`config.mk`:
```
export PLATFORM = sky130hd
export DESIGN_NAME = hm8_ctrl
export DESIGN_NICKNAME = d
export VERILOG_FILES = /design/src/design/histogram_matching_8bit_unit_defines.svh /design/src/design/hm8_pkg.sv /design/src/design/hm8_ctrl.sv
export SDC_FILE = /design/constraint.sdc
export NUM_CORES = 1
export LEC_CHECK = 0
export BUFFER_PORTS_ARGS = -buffer_cell sky130_fd_sc_hd__buf_2
export CAP_MARGIN = 40
export CORE_MARGIN = 3
export CORE_UTILIZATION = 55
export DETAILED_ROUTE_END_ITERATION = 10
export GPL_TIMING_DRIVEN = 0
export PLACE_DENSITY = 0.82
export SLEW_MARGIN = 40
export SYNTH_ARGS = -nofsm -noshare
export SYNTH_HDL_FRONTEND = slang
export SYNTH_SLANG_ARGS = --single-unit
```
`constraint.sdc`:
```
create_clock -name clock -period 4.6 [get_ports clock]
set_input_delay 0.92 -clock clock [delete_from_list [all_inputs] [get_ports clock]]
set_output_delay 0.92 -clock clock [all_outputs]
set_load 0.01 [all_outputs]
```
`src/design/histogram_matching_8bit_unit_defines.svh`:
```
// Assertion macros shared by the histogram matching unit
`ifndef HISTOGRAM_MATCHING_8BIT_UNIT_DEFINES_SVH
`define HISTOGRAM_MATCHING_8BIT_UNIT_DEFINES_SVH

// same-cycle implication
`define HM8_ASSERT_IMP(lbl, clk, rst, ante, cons, msg) \
   lbl: assert property (@(posedge clk) disable iff (rst) (ante) |-> (cons)) else $error(msg);

// next-cycle implication
`define HM8_ASSERT_NXT(lbl, clk, rst, ante, cons, msg) \
   lbl: assert property (@(posedge clk) disable iff (rst) (ante) |=> (cons)) else $error(msg);

`endif

```
`src/design/hm8_pkg.sv`:
```
package hm8_pkg;

   typedef struct packed {
      logic [2:0] operation;
      logic [7:0] pixel_value;
   } req_type;

   typedef struct packed {
      logic [7:0] mapped_pixel;
      logic       table_built;
   } rsp_type;

   localparam logic [2:0] OP_CLEAR    = 3'd0;
   localparam logic [2:0] OP_ADD_TGT  = 3'd1;
   localparam logic [2:0] OP_ADD_SRC  = 3'd2;
   localparam logic [2:0] OP_BUILD    = 3'd3;
   localparam logic [2:0] OP_MAP      = 3'd4;

   localparam logic [7:0] LEVEL_MAX   = 8'd255;

   typedef struct packed {
      logic latch_pix;
      logic clear;
      logic addr_pix;
      logic tsel;
      logic add_wr;
      logic bld_init;
      logic acc_t;
      logic acc_s;
      logic mul;
      logic lm_wr;
      logic inc_i;
      logic inc_v;
      logic load_map;
      logic load_build;
   } ctl_type;

   typedef struct packed {
      logic t_full;
      logic s_full;
      logic hit;
      logic v_last;
      logic rsp_busy;
   } sts_type;

endpackage

```
`src/design/hm8_ctrl.sv`:
```
module hm8_ctrl (
   input  logic             clock,
   input  logic             reset,
   input  logic             req_valid,
   input  logic [2:0]       req_op,
   output logic             req_stall,
   input  hm8_pkg::sts_type sts,
   output hm8_pkg::ctl_type ctl
);

   typedef enum logic [13:0] {
      ST_IDLE    = 14'b00000000000001,
      ST_ADD_RD  = 14'b00000000000010,
      ST_ADD_WR  = 14'b00000000000100,
      ST_MAP_RD  = 14'b00000000001000,
      ST_MAP_OUT = 14'b00000000010000,
      ST_BSTART  = 14'b00000000100000,
      ST_BRT0    = 14'b00000001000000,
      ST_BAT0    = 14'b00000010000000,
      ST_BRS     = 14'b00000100000000,
      ST_BAS     = 14'b00001000000000,
      ST_BRT     = 14'b00010000000000,
      ST_BAT     = 14'b00100000000000,
      ST_BMUL    = 14'b01000000000000,
      ST_BCMP    = 14'b10000000000000
   } state_type;

   state_type state_ff, state_in;
   logic      tsel_ff, tsel_in;
   logic      done_ff, done_in;
   logic      accept;

   assign req_stall = (state_ff != ST_IDLE) || done_ff || sts.rsp_busy;
   assign accept    = req_valid && !req_stall;

   always_comb begin
      state_in = state_ff;
      tsel_in  = tsel_ff;
      done_in  = 1'b0;
      ctl      = '0;
      ctl.tsel = tsel_ff;
      ctl.load_build = done_ff;
      case (state_ff)
         ST_IDLE: begin
            if (accept) begin
               ctl.latch_pix = 1'b1;
               case (req_op)
                  hm8_pkg::OP_CLEAR: ctl.clear = 1'b1;
                  hm8_pkg::OP_ADD_TGT: begin
                     tsel_in = 1'b1;
                     if (!sts.t_full) state_in = ST_ADD_RD;
                  end
                  hm8_pkg::OP_ADD_SRC: begin
                     tsel_in = 1'b0;
                     if (!sts.s_full) state_in = ST_ADD_RD;
                  end
                  hm8_pkg::OP_BUILD: state_in = ST_BSTART;
                  hm8_pkg::OP_MAP:   state_in = ST_MAP_RD;
                  default: ;
               endcase
            end
         end
         ST_ADD_RD: begin
            ctl.addr_pix = 1'b1;
            state_in = ST_ADD_WR;
         end
         ST_ADD_WR: begin
            ctl.add_wr = 1'b1;
            state_in = ST_IDLE;
         end
         ST_MAP_RD:  state_in = ST_MAP_OUT;
         ST_MAP_OUT: begin
            ctl.load_map = 1'b1;
            state_in = ST_IDLE;
         end
         ST_BSTART: begin
            ctl.bld_init = 1'b1;
            state_in = ST_BRT0;
         end
         ST_BRT0: state_in = ST_BAT0;
         ST_BAT0: begin
            ctl.acc_t = 1'b1;
            state_in = ST_BRS;
         end
         ST_BRS: state_in = ST_BAS;
         ST_BAS: begin
            ctl.acc_s = 1'b1;
            state_in = ST_BMUL;
         end
         ST_BRT: state_in = ST_BAT;
         ST_BAT: begin
            ctl.acc_t = 1'b1;
            state_in = ST_BMUL;
         end
         ST_BMUL: begin
            ctl.mul = 1'b1;
            state_in = ST_BCMP;
         end
         ST_BCMP: begin
            if (sts.hit) begin
               ctl.lm_wr = 1'b1;
               if (sts.v_last) begin
                  done_in  = 1'b1;
                  state_in = ST_IDLE;
               end else begin
                  ctl.inc_v = 1'b1;
                  state_in = ST_BRS;
               end
            end else begin
               ctl.inc_i = 1'b1;
               state_in = ST_BRT;
            end
         end
         default: state_in = ST_IDLE;
      endcase
   end

   always_ff @(posedge clock) begin
      tsel_ff <= tsel_in;
      if (reset) begin
         state_ff <= ST_IDLE;
         done_ff  <= 1'b0;
      end else begin
         state_ff <= state_in;
         done_ff  <= done_in;
      end
   end

endmodule

```
; Word level (Yosys, flattened, before mapping)
; Index checks and enable logic that the tools add are counted.
[totals]
register_bits = 16
input_bits = 11
output_inout_bits = 15
[classes]
n_eq_ne = 23
muxes = 24
n_bitwise = 2
reduce_logical = 11
[op_table]
columns = op, count
row1 = $pmux 14 s11, 1
row2 = $mux 14, 4
row3 = $pmux 14 s4, 1
row4 = $eq 14x1->1 const B, 1
row5 = $eq 14x10->1 const B, 1
row6 = $eq 14x11->1 const B, 1
row7 = $eq 14x12->1 const B, 1
row8 = $eq 14x13->1 const B, 1
row9 = $eq 14x14->1 const B, 1
row10 = $eq 14x2->1 const B, 1
row11 = $eq 14x3->1 const B, 1
row12 = $eq 14x4->1 const B, 1
row13 = $eq 14x5->1 const B, 1
row14 = $eq 14x6->1 const B, 1
row15 = $eq 14x7->1 const B, 1
row16 = $eq 14x8->1 const B, 1
row17 = $eq 14x9->1 const B, 1
row18 = $ne 14x1->1 const B, 1
row19 = $mux 1, 13
row20 = $mux 9, 1
row21 = $eq 3x2->1 const B, 2
row22 = $ne 3x3->1 const B, 2
row23 = $ne 5x1->1 const B, 1
row24 = $mux 2, 2
row25 = other kinds (15), 18

; Depth between registers and ports, before layout
[logic_depth]
depth_word = 7
ltp_mapped = 7
ltp_nobuf = 5

; Least setup slack after synthesis
; No wires, ideal clock.
[synth_timing]
kind = input-to-output
start = input port sts[0] (netlist name)
end = output port ctl[12] (netlist name)
arrival_ns = 1.644
required_ns = 3.680
slack_ns = 2.036
cell_stages = 4
path_buffers = 0
path_cell_list = nor2_1 -> nand2_1 -> or3_1 -> nor3_2
[synth_rtl]
columns = element, line
row1 = start: declaration, hm8_ctrl.sv:7  ; input hm8_pkg::sts_type sts,
row2 = end: declaration, hm8_ctrl.sv:8  ; output hm8_pkg::ctl_type ctl

==> impl_metrics.toml <==
[run_status]
status = "completed"

[yosys]
syn-instance-count = 125
synthTopCellsByCount = "nor2_1 (18), dfxtp_1 (15), nor3_1 (9), nand2_1 (7), nand2b_1 (6)"
yosysSeqAreaShare_pct = 32.0
synth-seq-cells = 16
async_set_or_reset_register_ratio_after_synthesis_pct = 0
post_synth_edffs = 1
post-synth-top-area-cell = "dfxtp_1"
synth_cell_types = 42
syn_area_per_cell_um2 = 8.27
mappedNetlistArea_um2 = 1030
netlist.area_leader.share_pct = 29.1
count_of_synthesis_stage_warnings_from_yosys = 0
synth_top_flop_cell = "dfxtp_1"
synth.area.top_cells = "dfxtp_1 (29%), nor2_1 (6.5%), nor4_4 (6.2%)"
synth_most_common_cell = "nor2_1"
synth.net_count = 136

[global_routing]
grt_max_degree = 10
wire_length_of_the_first_global_routing_pass_um = 3770
grt_util_all_layers_pct = 19.6
global_route.overflow_total = 0
first_global_vias = 867
antenna_found_initial = 0

[min_path]
min_delay_path_depth = 2
hold_path_startpoint = "state_ff[6]"
hp-class = "flip-flop to flip-flop"
hold_path_end = "state_ff[7]"

[pwr]
combinational_fraction_of_design_power_pct = 20.0
power_frac_seq_pct = 51.9
power.switching_uw = 80.0
cellInternalPower_uw = 200
p_sw_share_pct = 28.6
max-vdd-ir-drop_v = 0.000153
leakage_uw = 0.000494
share_clk_of_total_power_pct = 28.1
power_density_nw_per_um2 = 232

[place]
place_inst = 173
port_buffers = 23
place.detailed.hpwl_um = 1730
gp_routability_congestion = 0.889

[cts]
clk_latency_ns = 0.29
cts_htree_levels = 1
post_cts_hold_buffer_count = 0
cts.sinks = 16
cts_setup_buffers = 0
clock_tree_from_tritoncts = "yes"
buffer_cell_driving_the_clock_tree_root = "clkbuf_4"
cts.repair.resized = 0
tritoncts.num_buffers = 3
cts.reportedPaths.clkPinSlew_ns = 0.09
ctsLongestPathBuffers = 2

[worst_setup_path]
start_kind = "flip-flop"
critical_path.endpoint_type = "primary output"
critical_path_peak_fanout = 8
rr_worst_depth = 5
setup.reg_to_reg.worst_slack_ns = 2.68
r2r-end = "tsel_ff"
crit_required_ns = 3.68
timing.critical_path.from = "state_ff[1]"
timing.setup.critical_path_class = "flip-flop to primary output"
crit-reg2reg-launch = "state_ff[1]"
signal_arrival_time_at_the_worst_endpoint_ns = 2.06

[die]
floorplan.io_pins = 26
initial_utilization_pct = 59.2
design.die.area_um2 = 2440
core_um2 = 1750
chipWidth_um = 49.4
rows = 15
die-height_um = 49.4

[cells_and_area]
n_fill_cell = 148
num_antenna_cells = 0
final-instance-count-excl-fill = 177
post_route_cells_drive_above_1_share_pct = 27.6
area_growth_syn_to_layout_pct = 16.7
fin_nets = 164
final_core_utilization_pct = 69.1

[sta]
post_route_clock_period_utilization_pct = 64.7
max-slew-margin-rel_pct = 74.6
worst_tran_pin_value_ns = 0.378
hold_violations = 0
final_max_slew_viol_count = 0
timing.setup.tns_ns = 0
min_period_ns = 2.98
grt_setup_unrepaired = "no"
setup_viol = 0
clock_skew_ns = 0.00463
max_freq_mhz = 336
hold_ws_ns = 0.573

[route]
route.final.wire_length_um = 2180
detail_route.drc_violations = 0
drt_iter0_markers = 36
drt.antenna.violating_nets = 0
drt-wirelength-per-cell_um = 12.3
drtPass1Iterations = 5
avgViaCountPerCell = 5.63
dr_total_vias = 996

[job]
timing.max_cap.violations = 0
worst max-delay path by stage:
| stage | cells past startpoint | slack [ns] | end |
|---|---|---|---|
| 2_1_floorplan | 4 | 2.04 | ctl[12] |
| 3_3_place_gp | 6 | 1.80 | ctl[12] |
| 3_5_place_dp | 6 | 1.80 | ctl[12] |
| 4_1_cts | 5 | 1.62 | ctl[12] |
| 5_1_grt | 6 | 1.48 | ctl[12] |
| 6_report | 6 | 1.62 | ctl[12] |
cell type report:
class / instances / area [um^2] / area share (%)
buffer: 8 / 51.3 / 4.25
clock buffer: 4 / 26.3 / 2.18
inverter: 3 / 11.3 / 0.934
multi-input combinational: 98 / 641 / 53.1
sequential: 16 / 330 / 27.4
tap: 25 / 31.3 / 2.59
timing repair buffer: 23 / 115 / 9.54
cell usage in the layout (no fill, tap or decap), types with 2 or more instances in the layout:
master and count:
buf_2 25, nor2_1 18, dfxtp_1 15, nor3_1 9, nand2_1 7, nand2b_1 6, nand3_1 5, nor4_1 4
clkbuf_1 3, nor4_4 3, nor4b_1 3, nand4_1 3, buf_4 3, or3_1 3, nand3b_1 3, inv_1 3
xor2_1 3, nor3b_1 3, o21ai_0 3, clkbuf_4 3, xnor2_1 2, a31oi_1 2, a21oi_1 2, o21ai_1 2
stage by stage:
step | instance area, um^2 | setup WS [ns] | power [uW]
after floorplan | 1030 | 2.04 | 189
after global placement | 1180 | 1.80 | 202
after detailed placement | 1180 | 1.80 | 204
after CTS | 1210 | 1.62 | 281
after global routing | 1210 | 1.48 | 297
final | 1210 | 1.62 | 280
per-layer routing:
metal  global-route usage [%]  part of all wire [%]  vias to the layer above
li1                         -                     -                      510
met1                     24.5                    43                      458
met2                     33.7                    52                       26
met3                     4.59                   5.0                        2
met4                     4.27                  0.41                        0
met5                        0                     0                        -
cell families after synthesis:
| kind of cell | count (synthesis) | share of synthesized area (%) |
|---|---|---|
| flops | 16 | 32.0 |
| compound gates | 16 | 10.8 |
| simple gates | 77 | 47.0 |
| xor+xnor | 5 | 4.24 |
| buf+inv | 11 | 6.05 |
power groups by stage:
stage	clock, uW	sequential, uW	combinational (uW)
finish	78.6	145	56.0
global route	90.1	146	61.7
CTS	80.1	145	56.1
detailed placement	0	148	55.9
global placement	0	148	53.9
floorplan	0	148	40.9
sequential cells by signal, summed over array words and instances, names as in the netlist:
| name | flops |
|---|---|
| tsel_ff | 1 |
| done_ff | 1 |
| state_ff | 14 |
worst max-delay path, stage by stage (launching register included):
cell	delay, ns
dfxtp_1	0.30
buf_2	0.17
nor4b_1	0.33
nand4_1	0.27
or3_1	0.45
nor3_2	0.10
buf_2	0.14
Note: power is estimated with default switching activity, not from simulation.
